File: src/hw/rtl/salc_pkg.sv
// salc_pkg: shared constants, codes and types of the set-associative lru cache model
// no dependencies; used by salc_if.sv, salc_access.sv and set_assoc_lru_cache_sim.sv
package salc_pkg;

  localparam int MAX_SETS_DEF = 64;
  localparam int MAX_WAYS_DEF = 8;

  localparam int ADDR_W       = 32;
  localparam int TAG_W        = 32;
  localparam int CNT_W        = 32;
  localparam int CMD_W        = 2;
  localparam int OUTCOME_W    = 2;

  localparam int SET_BITS_W   = 3;
  localparam int BLOCK_BITS_W = 5;
  localparam int WAYS_W       = 4;
  localparam int CFG_DATA_W   = 5;
  localparam int CFG_IDX_W    = 2;

  // widest raw set index that set_bits can select, and the table depth for it
  localparam int SET_RAW_W    = (1 << SET_BITS_W) - 1;
  localparam int SET_RAW_N    = 1 << SET_RAW_W;

  // tag shift is set_bits + block_bits, up to 38
  localparam int SHIFT_W      = 6;

  typedef enum logic [CMD_W-1:0] {
    CMD_LOAD,
    CMD_STORE,
    CMD_MODIFY,
    CMD_INSTR
  } cmd_t;

  typedef enum logic [OUTCOME_W-1:0] {
    OUT_HIT,
    OUT_MISS,
    OUT_EVICT,
    OUT_IGNORED
  } outcome_t;

  typedef enum logic [CFG_IDX_W-1:0] {
    REG_SET_BITS,
    REG_BLOCK_BITS,
    REG_WAYS_IN_USE
  } reg_idx_t;

  typedef struct packed {
    outcome_t outcome;
    logic     hit;
    logic     evict;
  } acc_res_t;

endpackage

File: src/hw/rtl/salc_access.sv
// salc_access: one lookup on a set row: tag match, fill or lru victim, age update
// depends on salc_pkg; instantiated by set_assoc_lru_cache_sim
module salc_access #(
  parameter int MAX_WAYS = salc_pkg::MAX_WAYS_DEF,
  parameter int AGE_W    = 3
) (
  input  logic [MAX_WAYS-1:0]                        way_en,
  input  logic [MAX_WAYS-1:0]                        valid_in,
  input  logic [MAX_WAYS-1:0][salc_pkg::TAG_W-1:0]   tag_in,
  input  logic [MAX_WAYS-1:0][AGE_W-1:0]             age_in,
  input  logic [salc_pkg::TAG_W-1:0]                 tag,
  output logic [MAX_WAYS-1:0]                        valid_out,
  output logic [MAX_WAYS-1:0][salc_pkg::TAG_W-1:0]   tag_out,
  output logic [MAX_WAYS-1:0][AGE_W-1:0]             age_out,
  output salc_pkg::acc_res_t                         res
);

  localparam int WAY_W = (MAX_WAYS > 1) ? $clog2(MAX_WAYS) : 1;
  localparam logic [AGE_W-1:0] AGE_MAX = AGE_W'(MAX_WAYS - 1);

  logic [MAX_WAYS-1:0] hit_vec;
  logic [MAX_WAYS-1:0] inv_vec;
  logic                hit_any;
  logic                inv_any;
  logic [WAY_W-1:0]    hit_way;
  logic [WAY_W-1:0]    inv_way;
  logic [WAY_W-1:0]    vic_way;
  logic [AGE_W-1:0]    vic_age;
  logic [WAY_W-1:0]    sel_way;
  logic [AGE_W-1:0]    old_age;
  logic                fill;

  always_comb begin
    for (int i = 0; i < MAX_WAYS; i++) begin
      hit_vec[i] = way_en[i] && valid_in[i] && (tag_in[i] == tag);
      inv_vec[i] = way_en[i] && !valid_in[i];
    end
  end

  // lowest-numbered match and lowest-numbered empty way
  always_comb begin
    hit_way = '0;
    inv_way = '0;
    for (int i = MAX_WAYS - 1; i >= 0; i--) begin
      if (hit_vec[i]) begin
        hit_way = WAY_W'(i);
      end
      if (inv_vec[i]) begin
        inv_way = WAY_W'(i);
      end
    end
  end

  assign hit_any = |hit_vec;
  assign inv_any = |inv_vec;

  // strict compare keeps the lowest way among equal oldest ranks
  always_comb begin
    vic_way = '0;
    vic_age = age_in[0];
    for (int i = 1; i < MAX_WAYS; i++) begin
      if (way_en[i] && (age_in[i] > vic_age)) begin
        vic_way = WAY_W'(i);
        vic_age = age_in[i];
      end
    end
  end

  always_comb begin
    if (hit_any) begin
      sel_way = hit_way;
      old_age = age_in[hit_way];
      fill    = 1'b0;
    end else if (inv_any) begin
      sel_way = inv_way;
      old_age = '0;
      fill    = 1'b1;
    end else begin
      sel_way = vic_way;
      old_age = vic_age;
      fill    = 1'b0;
    end
  end

  always_comb begin
    for (int i = 0; i < MAX_WAYS; i++) begin
      valid_out[i] = valid_in[i];
      tag_out[i]   = tag_in[i];
      age_out[i]   = age_in[i];
      if (WAY_W'(i) == sel_way) begin
        age_out[i] = '0;
        if (!hit_any) begin
          valid_out[i] = 1'b1;
          tag_out[i]   = tag;
        end
      end else if (way_en[i] && valid_in[i] && (fill || (age_in[i] < old_age))
                   && (age_in[i] != AGE_MAX)) begin
        age_out[i] = age_in[i] + AGE_W'(1);
      end
    end
  end

  always_comb begin
    res.hit   = hit_any;
    res.evict = !hit_any && !inv_any;
    if (hit_any) begin
      res.outcome = salc_pkg::OUT_HIT;
    end else if (inv_any) begin
      res.outcome = salc_pkg::OUT_MISS;
    end else begin
      res.outcome = salc_pkg::OUT_EVICT;
    end
  end

endmodule
File: config.mk
export PLATFORM = sky130hd
export DESIGN_NAME = salc_access
export DESIGN_NICKNAME = d
export VERILOG_FILES = /design/src/hw/rtl/salc_pkg.sv /design/src/hw/rtl/salc_access.sv
export SDC_FILE = /design/constraint.sdc
export NUM_CORES = 1
export LEC_CHECK = 0
export BUFFER_PORTS_ARGS = -buffer_cell sky130_fd_sc_hd__buf_2
export CAP_MARGIN = 15
export CELL_PAD_IN_SITES_DETAIL_PLACEMENT = 0
export CELL_PAD_IN_SITES_GLOBAL_PLACEMENT = 1
export CORE_AREA = 4 4 240 242
export DETAILED_ROUTE_END_ITERATION = 16
export DIE_AREA = 0 0 244 246
export PLACE_DENSITY = 0.5
export SLEW_MARGIN = 30
export SYNTH_ARGS = -nofsm -noshare
export SYNTH_HDL_FRONTEND = slang
export SYNTH_SLANG_ARGS = --single-unit
File: constraint.sdc
create_clock -name vclk -period 13.8
set_input_delay 1.38 -clock vclk [all_inputs]
set_output_delay 1.38 -clock vclk [all_outputs]
set_load 0.005 [all_outputs]
# ---- After elaboration in Yosys (flattened, before gate mapping)
# Index checks and enable logic that the tools add are counted.
dict set report word_totals {
  regBits 0
  out_inout_bits 292
  wordCells 204
}
dict set report op_classes {
  n_addsub 8
  n_lt_le_gt_ge 16
  n_eq_ne 23
  muxes 88
  n_reduce_logical 69
}
# op n
set ops {}
lappend ops {{two-way mux 32 bit} 16}
lappend ops {{equality test 32 bit} 8}
lappend ops {{two-way mux 3 bit} 50}
lappend ops {{logical AND 1 bit} 48}
lappend ops {{adder 3 x 1 -> 3 bit, second input constant} 8}
lappend ops {{less-than comparator 3 bit} 8}
lappend ops {{!= test 3 bit, second input constant} 8}
lappend ops {{greater-than comparator 3 bit} 7}
lappend ops {{two-way mux 1 bit} 19}
lappend ops {{OR reduction 8 bit} 2}
lappend ops {{equality test 3 bit, first input constant} 4}
lappend ops {{zero test 1 bit} 10}
lappend ops {{binary-select mux 3 bit (select 3 bit)} 1}
lappend ops {{logical OR 1 bit} 8}
lappend ops {{equality test 2 x 3 -> 1 bit, first input constant} 2}
lappend ops {{less-than comparator 3 x 4 -> 1 bit, second input constant} 1}
lappend ops {{two-way mux 2 bit} 2}
lappend ops {{equality test 1 x 3 -> 1 bit, first input constant} 1}
lappend ops {{zero test 3 bit} 1}

# ---- Depth between registers and ports, before layout
# Gate-level depths: netlist (run 1).
dict set report depth {
  word_depth 29
  ltp_mapped 56
}

# ---- Least setup slack after synthesis (run 1)
# OpenSTA, ideal clock, no wires.
dict set report synth_path {
  kind {input to output}
  from {input port age_in[1] in the netlist's numbering}
  to {output port tag_out[100] in the netlist's numbering}
  arrival_time_ps 10978
  t_required_ps 12420
  path_slack_ps 1442
  path_stages 53
  n_path_buf 3
  path_cell_list {inv_1 -> ha_1 -> nand2b_1 -> a21oi_1 -> nand2_1 -> a21oi_1 -> inv_1 -> ha_1 -> nor2_1 -> a22oi_1 -> nor2_1 -> maj3_1 -> a22o_1 -> inv_1 -> ha_1 -> o21ai_0 -> nand3_1 -> nor2_1 -> [... 17 more ...] -> nand3_1 -> o211a_1 -> a221o_1 -> o21ai_0 -> ha_1 -> nor2b_1 -> o21ai_0 -> a21oi_1 -> or3_1 -> a211oi_2 -> o21ai_1 -> and2_1 -> buf_2 -> or3_1 -> or2_1 -> buf_2 -> buf_6 -> mux2_1}
}
# element line
set synth_lines {}
lappend synth_lines {{start: declaration} salc_access.sv:10} ;# input logic [MAX_WAYS-1:0][AGE_W-1:0] age_in,
lappend synth_lines {{end: declaration} salc_access.sv:13} ;# output logic [MAX_WAYS-1:0][salc_pkg::TAG_W-1:0] tag_out,

==> results.sh, run 1 <==
export IMPL_hpwlAfterDp_mm=57.8
export IMPL_slew_headroom_pct=37.3
export IMPL_arrival_ps=11850
export IMPL_fin_crit_sh_pct=95.9
export IMPL_synth_top_area_cell="mux2_2"
export IMPL_ys_types=71
export IMPL_start_kind="input pin"
export IMPL_postSynthCellCount=1124
export IMPL_final_min_clock_period_ps=13230
export IMPL_num_rows=86
export IMPL_final_setup_viol_count=0
export IMPL_holdBufCountCts=0
export IMPL_fin_util_pct=23.7
export IMPL_hold_class="in2out"
export IMPL_p_leak_uw=0.00575
export IMPL_via_per_inst=4.68
export IMPL_synth_yosys_seq_area_share_pct=0
export IMPL_yosysWarningCount=0
export IMPL_holdWs_ps=3050
export IMPL_drv_slew=0
export IMPL_maxCapViolCount=0
export IMPL_cpMostUsedCell="ha_1"
export IMPL_synth_area_leaders="mux2_2 24%, xnor2_1 18%, mux2_1 7.3%"
export IMPL_grt_use_total_pct=21.5
export IMPL_worst_pin_slew_ps=937
export IMPL_fin_nets=2031
export IMPL_final_cell_count_no_fill=2433
export IMPL_place_inst=2415
export IMPL_die_w_um=244
export IMPL_ant_nets=0
export IMPL_clock_buffers=0
export IMPL_gp_congestion=0.878
export IMPL_die_h_um=246
export IMPL_area_delta_synth_final_pct=43.6
export IMPL_power_density_nw_per_um2=47.5
export IMPL_timing_fmax_mhz=75.6
export IMPL_cpMaxStageDelayCell="mux2_2"
export IMPL_syn_avg_cell_area_um2=8.10
export IMPL_drive_above_1_share_pct=54.9
export IMPL_tns_ps=0
export IMPL_drc=0
export IMPL_dieArea_um2=60000
export IMPL_critPathMaxStageDelay_ps=430
export IMPL_finalWirelength_mm=68.6
export IMPL_drt_wirelength_per_cell_um=28.2
export IMPL_status="completed"
export IMPL_grt_pass1_vias=11900
export IMPL_required_ps=12420
export IMPL_initial_utilization_pct=16.5
export IMPL_crit_path_end_kind="output pin"
export IMPL_irDropWorstVdd_mv=0.0275
export IMPL_core_area_um2=55100
export IMPL_synthesis_area_um2=9100
export IMPL_antenna_found_initial=15
export IMPL_drt_iter0_drc=638
export IMPL_hold_viol=0
export IMPL_seqCellArea_um2=0
export IMPL_dr_pass1_iters=5
export IMPL_most_common_layout_cells="620 x buf_2, 192 x mux2_2, 187 x xnor2_1"
export IMPL_design_seq_count=0
export IMPL_synth_top_area_share_pct=23.8
export IMPL_grt_first_pass_wirelength_mm=93.1
export IMPL_path_class="in2out"
export IMPL_syn_num_nets=1481
export IMPL_port_buffers=620
export IMPL_vias=11400
export IMPL_layout_commonest_cell="buf_2"
export IMPL_overflow=0
export IMPL_path_max_fanout=33
export IMPL_ios=620
export IMPL_grt_max_degree=34
## synthesized netlist by cell type (7+ instances only)
master and count:
mux2_2 192, xnor2_1 187, buf_2 71, xor2_1 71, mux2_1 59, nand2_1 59, nand4_1 50, nor2_1 44
nand3_1 31, inv_1 30, ha_1 29, mux2i_1 22, nor4_1 21, clkbuf_1 19, a21oi_1 18, nor3_1 18
o21ai_0 17, buf_6 13, a31oi_1 12, nand2b_1 12, mux2_4 10, and2_1 8, nor2b_1 8, and3_1 7
o211ai_1 7, or2_2 7, or3_1 7
## worst max-delay path, delay by kind of cell
kind                     cells  cell delay [ps]
AO/OA/AOI/OAI               22             4280
adder cells (fa/ha/maj)      8             2340
AND/OR/NAND/NOR             14             1760
buffers and inverters        9             1260
multiplexers                 2              730
## metal layers
metal / part of all wire [%] / GRT usage, %
met2: 47 / 37.2
met3: 6.9 / 3.22
met1: 43 / 27.8
met5: 0.013 / 0
met4: 3.3 / 5.84
## cell type report
class | instances | area [µm²]
Antenna cell | 13 | 32.5
Fill cell | 6308 | 42000
Inverter | 31 | 116
Multi-Input combinational cell | 985 | 8510
Tap cell | 748 | 936
Timing Repair Buffer | 656 | 3470
## metrics by stage
stage	worst slack [ps]	total power (µW)	cell area (µm²)
3_3_place_gp	196	609	12900
5_1_grt	-28.8	667	13100
3_5_place_dp	13.2	609	12900
4_1_cts	27.7	612	12900
6_report	566	622	13100
2_1_floorplan	1440	321	9100
## cells by family (layout without fill, tap and decap cells)
kind of cell	Yosys count	after routing	synth area share (%)
adders and majority gates	31	31	4.22
other	0	13	0
AOI/OAI and AO/OA	129	129	11.0
xor gates and xnor gates	258	258	24.8
buffers and inverters	139	687	7.99
muxes	283	283	35.1
and+or+nand+nor	284	284	16.9
## power breakdown
part           switching (µW)  internal, µW  leakage (µW)
registers                   0             0             0
clock network               0   0.000000390  0.0000000824
logic                     343           279       0.00575
total                     343           279       0.00575
## path summary, 6_finish.rpt
check,from,endpoint,slack [ps],depth (start not counted)
worst max-delay path,age_in[2],tag_out[50],570,55
worst min-delay path,valid_in[0],valid_out[0],3050,3
## what timing repair did
action,CTS,global route
gates resized for setup,0,26
cloned,0,0
setup endpoints to repair,2,288
pin swaps,1,6
endpoints found under the hold margin,0,0
setup buffers,0,5
Note: power is estimated with default switching activity, not from simulation.
==> run 2, diff against run 1 <==
- RECOVER_POWER: not set -> 100
- SLEW_MARGIN: 30 -> 20
==> run 2 against run 1 <==
  * Hold slack unchanged
  * Count of clock-buffer cells in the layout stayed put
  * Sequential cell count did not move
  * Die area is the same
  * Global-route usage is the same
  * Combinational power hardly changed
  * Via count grew 0.38%
  * First-iteration DRC count is 3.4% lower
  * Sequential share of layout area unchanged
  * Cell count did not move
  * Core utilization is essentially flat
==> results.sh, run 2 (synthesized netlist as in run 1, its figures left out) <==
export IMPL_required_ps=12420
export IMPL_status="completed"
export IMPL_drive_above_1_share_pct=54.7
export IMPL_fill_cells=6310
export IMPL_layout_commonest_cell="buf_2"
export IMPL_grt_use_total_pct=21.5
export IMPL_critPathMaxStageDelay_ps=420
export IMPL_port_buffers=620
export IMPL_dr_pass1_iters=5
export IMPL_grt_pass1_vias=11900
export IMPL_seqCellArea_um2=0
export IMPL_worst_pin_slew_ps=1250
export IMPL_core_area_um2=55100
export IMPL_met3_length_mm=4.48
export IMPL_vias=11400
export IMPL_cpMostUsedCell="ha_1"
export IMPL_multiInputGateArea_um2=8510
export IMPL_slew_headroom_pct=16.5
export IMPL_area_delta_synth_final_pct=43.6
export IMPL_via_per_inst=4.70
export IMPL_grt_max_degree=34
export IMPL_grt_first_pass_wirelength_mm=93.1
export IMPL_tns_ps=0
export IMPL_start_kind="input pin"
export IMPL_die_h_um=246
export IMPL_irDropWorstVdd_mv=0.0275
export IMPL_die_w_um=244
export IMPL_num_rows=86
export IMPL_final_setup_viol_count=0
export IMPL_hpwlAfterDp_mm=57.8
export IMPL_drt_wirelength_per_cell_um=28.2
export IMPL_final_min_clock_period_ps=13270
export IMPL_timing_fmax_mhz=75.4
export IMPL_drt_iter0_drc=616
export IMPL_crit_path_end_kind="output pin"
export IMPL_total_power_uw=621
export IMPL_finalWirelength_mm=68.7
export IMPL_ant_nets=0
export IMPL_drv_slew=0
export IMPL_gp_congestion=0.878
export IMPL_dieArea_um2=60000
export IMPL_highest_layer="met5"
export IMPL_clock_buffers=0
export IMPL_drt_met1_wl_mm=29.7
export IMPL_overflow=0
export IMPL_p_leak_uw=0.00574
export IMPL_fin_nets=2031
export IMPL_arrival_ps=11890
export IMPL_power_density_nw_per_um2=47.6
export IMPL_hold_class="in2out"
export IMPL_setup_slack_ps=529
export IMPL_cpMaxStageDelayCell="mux2_2"
export IMPL_most_common_layout_cells="618 x buf_2, 192 x mux2_2, 187 x xnor2_1"
export IMPL_initial_utilization_pct=16.5
export IMPL_drc=0
export IMPL_path_max_fanout=33
export IMPL_antenna_found_initial=15
export IMPL_design_seq_count=0
export IMPL_ios=620
export IMPL_wl_met2_mm=32.2
export IMPL_maxCapViolCount=0
export IMPL_dp_slack_ps=13.2
export IMPL_hold_viol=0
export IMPL_fin_crit_sh_pct=96.2
export IMPL_path_class="in2out"
-- run 2: cell count changes in the layout (fill, tap and decap cells not counted) --
cell	delta
inv_2	-1
buf_4	-1
inv_1	+1
clkbuf_1	+2
clkbuf_2	+1
buf_2	-2
-- run 2: path summary, 6_finish.rpt --
kind,from,endpoint,slack [ps],depth (start not counted)
worst min-delay path,valid_in[0],valid_out[0],3050,3
worst max-delay path,age_in[2],tag_out[50],530,55
-- run 2: worst max-delay path: cells and delay by family --
kind                       cells  cell delay, ps
adders and majority gates      8            2340
buffers and inverters          9            1260
and+or+nand+nor               14            1750
AOI/OAI and AO/OA             22            4310
muxes                          2             720
-- run 2: layout make-up --
cell class	instances	share of cell area [%]
inverter	31	0.890
timing repair buffer	656	26.5
antenna	13	0.249
tap	748	7.16
multi-input combinational	985	65.2
-- run 2: metrics by stage --
step / std cells / utilization [%] / hold slack, ps / area (µm²)
final: 2433 / 23.7 / 3050 / 13100
after global routing: 2426 / 23.7 / 3080 / 13100
after CTS: 2415 / 23.4 / 3060 / 12900
after detailed placement: 2415 / 23.4 / 3060 / 12900
after global placement: 2415 / 23.4 / 3060 / 12900
after floorplan: 1124 / - / 2820 / 9100
-- run 2: repair_timing --
action / 4_1_cts / 5_1_grt
setup buffers: 0 / 5
resized for setup: 0 / 26
pin swaps: 1 / 6
setup endpoints to repair: 2 / 288
hold buffers: 0 / 0
-- run 2: power breakdown --
group	internal (µW)	leakage [µW]	total, µW	switching [µW]
combinational	278	0.00574	621	343
clock	0.0000134	0.0000000824	0.0000135	0
sequential	0	0	0	0
-- run 2: per-layer routing --
| metal | global-route usage [%] | vias to the layer above |
|---|---|---|
| li1 | - | 5177 |
| met1 | 27.8 | 5579 |
| met2 | 37.2 | 596 |
| met3 | 3.22 | 80 |
| met4 | 5.84 | 2 |
| met5 | 0 | - |
==> run 3, diff against run 2 <==
- REMOVE_ABC_BUFFERS: not set -> 1
==> run 3 against run 2 <==
  * The flow now finishes with violations (max-capacitance violations, max-slew violations)
  * Cell area about the same
  * Global-route usage decreased by 0.85 points
  * Count of clock-buffer cells in the layout unchanged
  * Critical path depth decreased by 1
  * Setup slack improved by 67 ps
  * Fmax increased by 0.51%
  * Routed wire length decreased by 3.8%
  * Hold slack improved by 20 ps
  * First-iteration DRC count decreased by 8.3%
  * Critical path type unchanged
==> results.sh, run 3 (synthesized netlist as in run 1, its figures left out) <==
export IMPL_dp_slack_ps=197
export IMPL_via_per_inst=4.65
export IMPL_grt_first_pass_wirelength_mm=90.5
export IMPL_critPathMaxStageDelay_ps=410
export IMPL_cpMaxStageDelayCell="or3_1"
export IMPL_finalWirelength_mm=66.1
export IMPL_initial_utilization_pct=16.5
export IMPL_vias=11300
export IMPL_violations="max-capacitance violations, max-slew violations"
export IMPL_hpwlAfterDp_mm=56.4
export IMPL_final_setup_viol_count=0
export IMPL_slew_headroom_pct=-24.3
export IMPL_drv_slew=27
export IMPL_multiInputGateArea_um2=8510
export IMPL_drc=0
export IMPL_ant_nets=0
export IMPL_holdWs_ps=3070
export IMPL_fin_nets=2033
export IMPL_required_ps=12420
export IMPL_holdBufCountCts=0
export IMPL_drt_iter0_drc=565
export IMPL_die_h_um=246
export IMPL_grt_max_degree=34
export IMPL_ios=620
export IMPL_area_delta_synth_final_pct=43.6
export IMPL_grt_pass1_vias=11800
export IMPL_grt_use_total_pct=20.6
export IMPL_fin_crit_sh_pct=95.7
export IMPL_num_rows=86
export IMPL_arrival_ps=11820
export IMPL_timing_fmax_mhz=75.7
export IMPL_crit_path_end_kind="output pin"
export IMPL_final_min_clock_period_ps=13200
export IMPL_hold_class="in2out"
export IMPL_overflow=0
export IMPL_drt_wirelength_per_cell_um=27.2
export IMPL_gp_congestion=0.887
export IMPL_seqCellArea_um2=0
export IMPL_maxCapViolCount=2
export IMPL_drive_above_1_share_pct=54.5
export IMPL_antenna_found_initial=8
export IMPL_dr_pass1_iters=5
export IMPL_dieArea_um2=60000
export IMPL_core_area_um2=55100
export IMPL_start_kind="input pin"
export IMPL_design_seq_count=0
export IMPL_layout_commonest_cell="buf_2"
export IMPL_path_class="in2out"
export IMPL_most_common_layout_cells="618 x buf_2, 192 x mux2_2, 187 x xnor2_1"
export IMPL_die_w_um=244
export IMPL_clock_buffers=0
export IMPL_status="complete, but fails checks"
export IMPL_hold_viol=0
export IMPL_worst_pin_slew_ps=1850
export IMPL_port_buffers=620
export IMPL_setup_slack_ps=596
export IMPL_path_max_fanout=28
export IMPL_fill_cells=6252
-- run 3: changes by cell type in the layout (fill, tap and decap cells not counted), sizes merged --
cell      previous run  this run
buf                653       655
clkinvlp             0         1
inv                 31        30
diode               13         4
-- run 3: final timing paths --
check   startpoint            to  cells after the start
min    tag_in[123]  tag_out[123]                      3
max      age_in[1]   tag_out[98]                     54
-- run 3: cell type report --
| type | count | area share [%] |
|---|---|---|
| multi-input cells | 985 | 65.1 |
| repair buffers | 658 | 26.8 |
| well taps | 748 | 7.16 |
| inverters | 31 | 0.919 |
| diodes | 4 | 0.0766 |
-- run 3: metrics by stage --
stage                     cell area [µm²]  utilization, %  instances  setup TNS (ps)
after floorplan                      8490               -       1016               0
after global placement              13000            23.5       2419               0
after detailed placement            13000            23.5       2419               0
after CTS                           13000            23.5       2419               0
after global routing                13100            23.7       2424            -360
final                               13100            23.7       2426               0
-- run 3: critical path, delay by kind of cell --
kind / cells / cell delay (ps)
multiplexers: 1 / 360
AND/OR/NAND/NOR: 13 / 2470
buffers and inverters: 7 / 890
adder cells (fa/ha/maj): 8 / 2260
AO/OA/AOI/OAI: 25 / 4380
-- run 3: routing by layer --
layer,global-route usage (%),vias to the layer above,share of wire (%)
met5,0,-,0
met2,36.7,550,48
met3,3.87,61,7.2
met4,3.36,0,1.9
li1,-,5158,-
met1,26.4,5515,43
-- run 3: repair_timing --
item | 4_1_cts | 5_1_grt
gates resized for setup | 0 | 19
setup endpoints to repair | 0 | 288
buffers inserted | 0 | 3
